## config.mk

```make
export PLATFORM = sky130hd
export DESIGN_NAME = bary_div
export DESIGN_NICKNAME = d
export VERILOG_FILES = /design/src/bary_pkg.sv /design/src/bary_div.sv
export SDC_FILE = /design/constraint.sdc
export NUM_CORES = 2
export LEC_CHECK = 0
export ABC_CLOCK_PERIOD_IN_PS = 4800
export BUFFER_PORTS_ARGS = -buffer_cell sky130_fd_sc_hd__clkbuf_2
export CAP_MARGIN = 10
export CORE_ASPECT_RATIO = 1.2
export CORE_UTILIZATION = 47
export DETAILED_ROUTE_END_ITERATION = 12
export GPL_TIMING_DRIVEN = 0
export PLACE_DENSITY_LB_ADDON = 0.2
export RECOVER_POWER = 50
export SKIP_LAST_GASP = 1
export SYNTH_ARGS = -nofsm -noshare
export SYNTH_HDL_FRONTEND = slang
export SYNTH_SLANG_ARGS = --single-unit
```

## constraint.sdc

```tcl
create_clock -name aclk -period 4.8 [get_ports aclk]
set_clock_uncertainty 0.05 [all_clocks]
set_input_delay 0.72 -clock aclk [delete_from_list [all_inputs] [get_ports aclk]]
set_output_delay 0.72 -clock aclk [all_outputs]
set_load 0.02 [all_outputs]
```

## src/bary_pkg.sv

```systemverilog
// Shared widths, register codes and the triangle vertex bundle.
// No dependencies.
package bary_pkg;
    localparam int COORD_W = 16;
    localparam int DIFF_W  = COORD_W + 1;
    localparam int PROD_W  = 2 * DIFF_W;
    localparam int AREA_W  = 35;
    localparam int FRAC_W  = 12;
    localparam int QUOT_W  = 16;
    localparam int NUM_W   = 48;
    localparam int REM_W   = NUM_W + 4;
    localparam int CFG_IDX_W = 3;
    localparam int PRE_LAT = 3;
    localparam int DIV_LAT = QUOT_W + 3;
    localparam int LATENCY = PRE_LAT + DIV_LAT;

    typedef enum logic [CFG_IDX_W-1:0] {
        REG_A_U = 3'd0,
        REG_A_V = 3'd1,
        REG_B_U = 3'd2,
        REG_B_V = 3'd3,
        REG_C_U = 3'd4,
        REG_C_V = 3'd5
    } reg_idx_t;

    typedef struct packed {
        logic signed [COORD_W-1:0] au;
        logic signed [COORD_W-1:0] av;
        logic signed [COORD_W-1:0] bu;
        logic signed [COORD_W-1:0] bv;
        logic signed [COORD_W-1:0] cu;
        logic signed [COORD_W-1:0] cv;
    } tri_t;

    typedef struct packed {
        logic                 degen;
        logic                 neg;
        logic [AREA_W:0]      d2;
    } den_t;
endpackage

```

## src/bary_div.sv

```systemverilog
// Pipelined restoring divider, one quotient bit per stage, with rounding
// and saturation to Q4.12 in the last stage. Depends on bary_pkg.
module bary_div import bary_pkg::*; (
    input  logic                     aclk,
    input  logic                     en,
    input  logic signed [AREA_W-1:0] num,
    input  den_t                     den,
    output logic signed [QUOT_W-1:0] weight
);
    logic [NUM_W-1:0]  n_reg;
    logic              neg_reg [QUOT_W+2];
    logic              ovf_reg [QUOT_W+1];
    logic [REM_W-1:0]  rem_reg [QUOT_W+1];
    logic [QUOT_W-1:0] q_reg   [QUOT_W+1];
    logic [AREA_W-1:0] mag;
    logic [REM_W-1:0]  dw;
    logic signed [QUOT_W-1:0] w_reg, w_next;

    assign mag = num[AREA_W-1] ? AREA_W'(-num) : AREA_W'(num);
    assign dw  = REM_W'(den.d2);

    always_ff @(posedge aclk) begin
        if (en) begin
            n_reg <= {mag[AREA_W-2:0], (FRAC_W+1)'(0)} + NUM_W'(den.d2[AREA_W:1]);
            neg_reg[0] <= num[AREA_W-1] ^ den.neg;
            rem_reg[0] <= REM_W'(n_reg);
            ovf_reg[0] <= REM_W'(n_reg) >= (dw << QUOT_W);
            q_reg[0]   <= '0;
            neg_reg[1] <= neg_reg[0];
        end
    end

    for (genvar k = 0; k < QUOT_W; k++) begin : g_step
        localparam int SH = QUOT_W - 1 - k;
        logic [REM_W-1:0] sub;
        logic             take;
        assign sub  = dw << SH;
        assign take = rem_reg[k] >= sub;
        always_ff @(posedge aclk) begin
            if (en) begin
                rem_reg[k+1]   <= take ? rem_reg[k] - sub : rem_reg[k];
                q_reg[k+1]     <= q_reg[k] | (QUOT_W'(take) << SH);
                ovf_reg[k+1]   <= ovf_reg[k];
                neg_reg[k+2]   <= neg_reg[k+1];
            end
        end
    end

    always_comb begin
        w_next = '0;
        if (!den.degen) begin
            if (neg_reg[QUOT_W+1]) begin
                if (ovf_reg[QUOT_W] || q_reg[QUOT_W] > {1'b1, (QUOT_W-1)'(0)}) begin
                    w_next = {1'b1, (QUOT_W-1)'(0)};
                end else begin
                    w_next = -q_reg[QUOT_W];
                end
            end else begin
                if (ovf_reg[QUOT_W] || q_reg[QUOT_W][QUOT_W-1]) begin
                    w_next = {1'b0, {(QUOT_W-1){1'b1}}};
                end else begin
                    w_next = q_reg[QUOT_W];
                end
            end
        end
    end

    always_ff @(posedge aclk) begin
        if (en) begin
            w_reg <= w_next;
        end
    end

    assign weight = w_reg;
endmodule

```

# ---- Word level (Yosys, flattened, before mapping)
# Memory sizes are Yosys's and may differ from the RTL's.
# Cells that the tools add are included.
dict set report word_totals {
  regBits 64
  ramBits 1191
  elab_cells 84
  n_memories 4
}
dict set report op_classes {
  n_addsub 19
  magnitude_cmp 18
  n_mux 22
  n_bitwise 17
  n_reduce_logical 2
}
# memory words width rd rd_clocked_by_memory_dff write_ports line_no
set mem_list {}
lappend mem_list {rem_reg 17 52 16 0 17 bary_div.sv:13} ;# logic [REM_W-1:0] rem_reg [QUOT_W+1];
lappend mem_list {q_reg 17 16 17 0 17 bary_div.sv:14} ;# logic [QUOT_W-1:0] q_reg [QUOT_W+1];
lappend mem_list {neg_reg 18 1 18 0 18 bary_div.sv:11} ;# logic neg_reg [QUOT_W+2];
lappend mem_list {ovf_reg 17 1 17 0 17 bary_div.sv:12} ;# logic ovf_reg [QUOT_W+1];
# cell count
set ops {}
lappend ops {{$mux 52} 16}
lappend ops {{$ge 48x52->1} 1}
lappend ops {{$ge 52x36->1} 1}
lappend ops {{$ge 52x37->1} 1}
lappend ops {{$ge 52x38->1} 1}
lappend ops {{$ge 52x39->1} 1}
lappend ops {{$ge 52x40->1} 1}
lappend ops {{$ge 52x41->1} 1}
lappend ops {{$ge 52x42->1} 1}
lappend ops {{$ge 52x43->1} 1}
lappend ops {{$ge 52x44->1} 1}
lappend ops {{$ge 52x45->1} 1}
lappend ops {{$ge 52x46->1} 1}
lappend ops {{$ge 52x47->1} 1}
lappend ops {{$ge 52x48->1} 1}
lappend ops {{$ge 52x49->1} 1}
lappend ops {{$ge 52x50->1} 1}
lappend ops {{$ge 52x51->1} 1}
lappend ops {{$sub 52x36->52} 1}
lappend ops {{$sub 52x37->52} 1}
lappend ops {{$sub 52x38->52} 1}
lappend ops {{$sub 52x39->52} 1}
lappend ops {{$sub 52x40->52} 1}
lappend ops {{$sub 52x41->52} 1}
lappend ops {{other kinds (35)} 39}

# ---- Longest topological paths before layout
# An unclocked memory read counts as a cell.
dict set report depth {
  depth_word 5
  depth_mapped 17
  mapped_depth_nobuf 17
}

# ---- Worst setup path after synthesis
# No wires, ideal clock.
dict set report synth_timing {
  path_type {input to register}
  startpoint {input num[34]}
  endpoint {register n_reg[41], data pin}
  setup_ns 0.265
  arrival_ns 4.189
  setup_slack_ns 0.296
  path_stages 15
  path_cell_list {clkbuf_1 -> clkbuf_1 -> buf_1 -> o21ai_0 -> fa_1 -> a21o_1 -> a21oi_1 -> o21bai_1 -> a2111oi_0 -> o31a_1 -> nor3_1 -> or3_1 -> nand3b_1 -> or3_1 -> xor2_1}
}
dict set report synth_via {
  elab_chain_len 2
}
# item line_no
set synth_lines {}
lappend synth_lines {{start: declaration} bary_div.sv:6} ;# input logic signed [AREA_W-1:0] num,
lappend synth_lines {{$mux 34} bary_div.sv:19} ;# assign mag = num[AREA_W-1] ? AREA_W'(-num) : AREA_W'(num);
lappend synth_lines {{$add 47x35->48} bary_div.sv:24} ;# n_reg <= {mag[AREA_W-2:0], (FRAC_W+1)'(0)} + NUM_W'(den.d2[AREA_W:1]);
lappend synth_lines {{end signal: assignment} bary_div.sv:24}
lappend synth_lines {{end: declaration} bary_div.sv:10} ;# logic [NUM_W-1:0] n_reg;
# Every way passes these cells.
# A chain may end at the register's enable or synchronous reset.

==> qor.tcl <==
set qor(outcome) {finished, violations left}
set qor(violated_checks) {max-capacitance violations, max-slew violations}
set qor(placed_area_um2) 77900
set qor(timing.critical_path.cells) {clkbuf_2, clkinvlp_4, buf_16, ha_1, nand3_1, or3_1, o211ai_1, a31o_2, a21oi_1, nor4_1, o2111ai_1, a311oi_1, and3b_1, a311o_1}
set qor(signal_arrival_time_at_the_worst_endpoint_ps) 5140
set qor(number_of_global_route_vias_before_repair) 57700
set qor(cts.htree.levels) 3
set qor(ir_drop_v) 0.000381
set qor(cp_max_fo) 10
set qor(max-cap-violations) 4
set qor(core_area_um2) 156000
set qor(cts.sinks) 1063
set qor(fp.dieH_um) 436
set qor(floorplan.die_area_um2) 159000
set qor(antenna_violating_nets_post_route) 0
set qor(largest_net_degree_at_the_start_of_global_routing) 126
set qor(fmaxAchievable_mhz) 214
set qor(synth_cell_type_count) 96
set qor(port-buffer-count) 88
set qor(multi_input_area_um2) 40200
set qor(post_synth_main_area_contributors) {sky130_fd_sc_hd__edfxtp_1 43%, sky130_fd_sc_hd__ha_1 11%, sky130_fd_sc_hd__a21oi_1 4.6%}
set qor(crit_required_ps) 5270
set qor(power.static_leakage_uw) 0.0313
set qor(number_of_non_filler_instances_in_the_completed_layout) 9891
set qor(initial_utilization) 0.473
set qor(final_hold_fails) 0
set qor(via_count) 59600
set qor(cts_buffers) 115
set qor(timing.slew.headroom) -0.947
set qor(post-synth-top-area-cell) {sky130_fd_sc_hd__edfxtp_1}
set qor(async_reset_ff_frac) 0
set qor(syn_area_um2) 73900
set qor(global_route_wire_length_before_repair_um) 338000
set qor(utilization) 0.525
set qor(cts.clk_slew.worst_paths_ps) 60
set qor(post_drt_via_cell_ratio) 6.03
set qor(finish.net_count) 8416
set qor(stdcell_area_um2) 82000
set qor(routed_len_inst_um) 22.5
set qor(timing_max_transition_violations_final) 445
set qor(hp-class) {in -> reg}
set qor(final_min_period_over_clock_period) 0.974
set qor(ys_dominant_reg_cell) {sky130_fd_sc_hd__edfxtp_1}
set qor(cts_hold_buffers) 0
set qor(clock_tree.buffer_depth) 3
set qor(critical-path-slowest-cell) {sky130_fd_sc_hd__a311oi_1}
set qor(fillers) 14100
set qor(max_stage_delay_ps) 770
set qor(firstDrtPassIters) 6
set qor(root_buffer_master) {sky130_fd_sc_hd__clkbuf_16}
set qor(reg2reg_slack_ps) 250
set qor(flow.area_growth_from_synthesis_pct) 11.0
set qor(endpoint_kind) {register}
set qor(gr_util_all_layers) 0.276
set qor(drt_iter0_markers) 4538
set qor(row_count) 159
set qor(post_synth.cell_area_avg_um2) 9.94
set qor(worst_skew_pair_latency_ps) 790
set qor(setup_violations) 0
set qor(post_synth_edffs) 1063
set qor(area.sequential_um2) 31900
set qor(dp_hpwl_um) 172000
set qor(drive_above_1_share) 0.0706
set qor(drc_errors) 0
set qor(number_of_antenna_violations_at_the_first_check_in_global_routing) 4
set qor(synth-warning-count) 0
set qor(count_of_placed_standard_cells_including_taps) 9656
set qor(gpl.final_weighted_congestion) 0.907
set qor(report.power.total_uw) 48300
set qor(die_w_um) 364
set qor(worstSetupStartpointType) {input port}
set qor(tritoncts) {built}
set qor(critical-path-top-delay-family) {compound AO/OA/AOI/OAI gates}
set qor(yosys_register_bits) 1063
set qor(share_of_synthesized_area_occupied_by_flip_flops_and_latches) 0.432
set qor(powerDensity_nw_per_um2) 588
set qor(top_level_ports) 91
set qor(synthDominantCellAreaShare) 0.432
set qor(rsz0062_at_grt) {no}
set qor(postSynthCellCount) 7439
set qor(finalWirelength_um) 222000
set qor(slew_at_the_pin_with_the_worst_max_slew_slack_ps) 2920
set qor(largest_register_ff_count) 828
set qor(final_critical_path_time_including_i_o_delays_and_setup_ps) 4680
set qor(synth_nets) 8159
set qor(grt_overflow_total) 0
set qor(fin_setup_tns_ps) 0
set qor(critical_path_buf_inv_count) 3
set qor(crit_type) {in -> reg}
-- per-stage QoR --
| step | hold WS (ps) | worst slack (ps) |
|---|---|---|
| floorplan | 350 | 296 |
| global placement | 350 | -15530 |
| detailed placement | 355 | -2110 |
| CTS | 42.8 | 67.9 |
| global route | 82.2 | 0.841 |
| finish | 134 | 123 |
-- cells in the final DEF, fill, tap and decap left out, types with 118 or more instances in the layout --
cell type	Yosys	routed
sky130_fd_sc_hd__nand3_1	154	154
sky130_fd_sc_hd__nand2_1	707	706
sky130_fd_sc_hd__nor3_1	119	118
sky130_fd_sc_hd__xor2_1	276	276
sky130_fd_sc_hd__a21oi_1	682	681
sky130_fd_sc_hd__nor2_1	471	471
sky130_fd_sc_hd__inv_1	221	191
sky130_fd_sc_hd__o21ai_0	618	616
sky130_fd_sc_hd__clkbuf_1	213	216
sky130_fd_sc_hd__edfxtp_1	1063	1063
sky130_fd_sc_hd__a21o_1	358	358
sky130_fd_sc_hd__nand4_1	136	136
sky130_fd_sc_hd__xnor2_1	361	361
sky130_fd_sc_hd__ha_1	629	629
-- path summary, 6_finish.rpt --
check / from / to / cells past startpoint
max reg2reg: rem_reg[0][270] / rem_reg[0][353] / 15
min reg2reg: q_reg[0][95] / q_reg[0][111] / 0
min: den[6] / n_reg[5] / 1
max: den[10] / rem_reg[0][571] / 14
-- cells in the mapped netlist, types with 18 or more instances --
cell type and instances:
sky130_fd_sc_hd__edfxtp_1 1063, sky130_fd_sc_hd__nand2_1 707, sky130_fd_sc_hd__a21oi_1 682, sky130_fd_sc_hd__ha_1 629, sky130_fd_sc_hd__o21ai_0 618, sky130_fd_sc_hd__nor2_1 471, sky130_fd_sc_hd__xnor2_1 361, sky130_fd_sc_hd__a21o_1 358
sky130_fd_sc_hd__xor2_1 276, sky130_fd_sc_hd__inv_1 221, sky130_fd_sc_hd__clkbuf_1 213, sky130_fd_sc_hd__nand3_1 154, sky130_fd_sc_hd__nand4_1 136, sky130_fd_sc_hd__nor3_1 119, sky130_fd_sc_hd__o21bai_1 94, sky130_fd_sc_hd__nor4_1 90
sky130_fd_sc_hd__o21a_1 88, sky130_fd_sc_hd__mux2_2 84, sky130_fd_sc_hd__nand2b_1 81, sky130_fd_sc_hd__nor2b_1 81, sky130_fd_sc_hd__a31oi_1 74, sky130_fd_sc_hd__and3_1 63, sky130_fd_sc_hd__o31ai_1 59, sky130_fd_sc_hd__a211oi_1 58
sky130_fd_sc_hd__o211ai_1 58, sky130_fd_sc_hd__or3_1 43, sky130_fd_sc_hd__and2_1 34, sky130_fd_sc_hd__or4_1 33, sky130_fd_sc_hd__or2_2 28, sky130_fd_sc_hd__a2111oi_0 27, sky130_fd_sc_hd__and4_1 27, sky130_fd_sc_hd__nor3b_1 27
sky130_fd_sc_hd__o31a_1 26, sky130_fd_sc_hd__a21boi_0 24, sky130_fd_sc_hd__nand3b_1 24, sky130_fd_sc_hd__nor4b_1 21, sky130_fd_sc_hd__buf_1 18
-- area by class of cell --
cell class / instances / area share
Clock inverter: 90 / 0.0129
Buffer: 250 / 0.0122
Timing Repair Buffer: 141 / 0.0170
Clock buffer: 125 / 0.0355
Sequential cell: 1063 / 0.389
Inverter: 224 / 0.0108
Antenna cell: 4 / 0.000122
Multi-Input combinational cell: 5901 / 0.490
Tap cell: 2093 / 0.0319
-- layer usage --
layer  vias up  routed length, um  share of wire  global-route usage
met2      1676             110000           0.49               0.480
met5         -                 13       0.000058                   0
met1     28800              89400           0.40               0.331
met3       453              11300          0.051              0.0377
li1      28700                  -              -                   -
met4         2              12000          0.054               0.140
-- cell families (layout without fill, tap and decap cells) --
group | count (synthesis) | count (layout) | synth area share
AOI/OAI and AO/OA | 2343 | 2343 | 0.198
and+or+nand+nor | 2183 | 2183 | 0.146
DFF | 1063 | 1063 | 0.432
adders and majority gates | 645 | 645 | 0.111
xor gates and xnor gates | 637 | 637 | 0.0755
buffers and inverters | 475 | 830 | 0.0246
muxes | 93 | 93 | 0.0140
other | 0 | 4 | 0
-- repair_timing --
item,in CTS,in global routing
setup endpoints to repair,488,134
resized for setup,32,32
pin swaps,1,1
setup buffers,17,0
-- where the power goes --
group	internal, uW	switching (uW)	total [uW]
combinational	9300	13400	22700
clock	5300	3990	9290
sequential	14300	1970	16200
(Power assumes the default switching activity.)
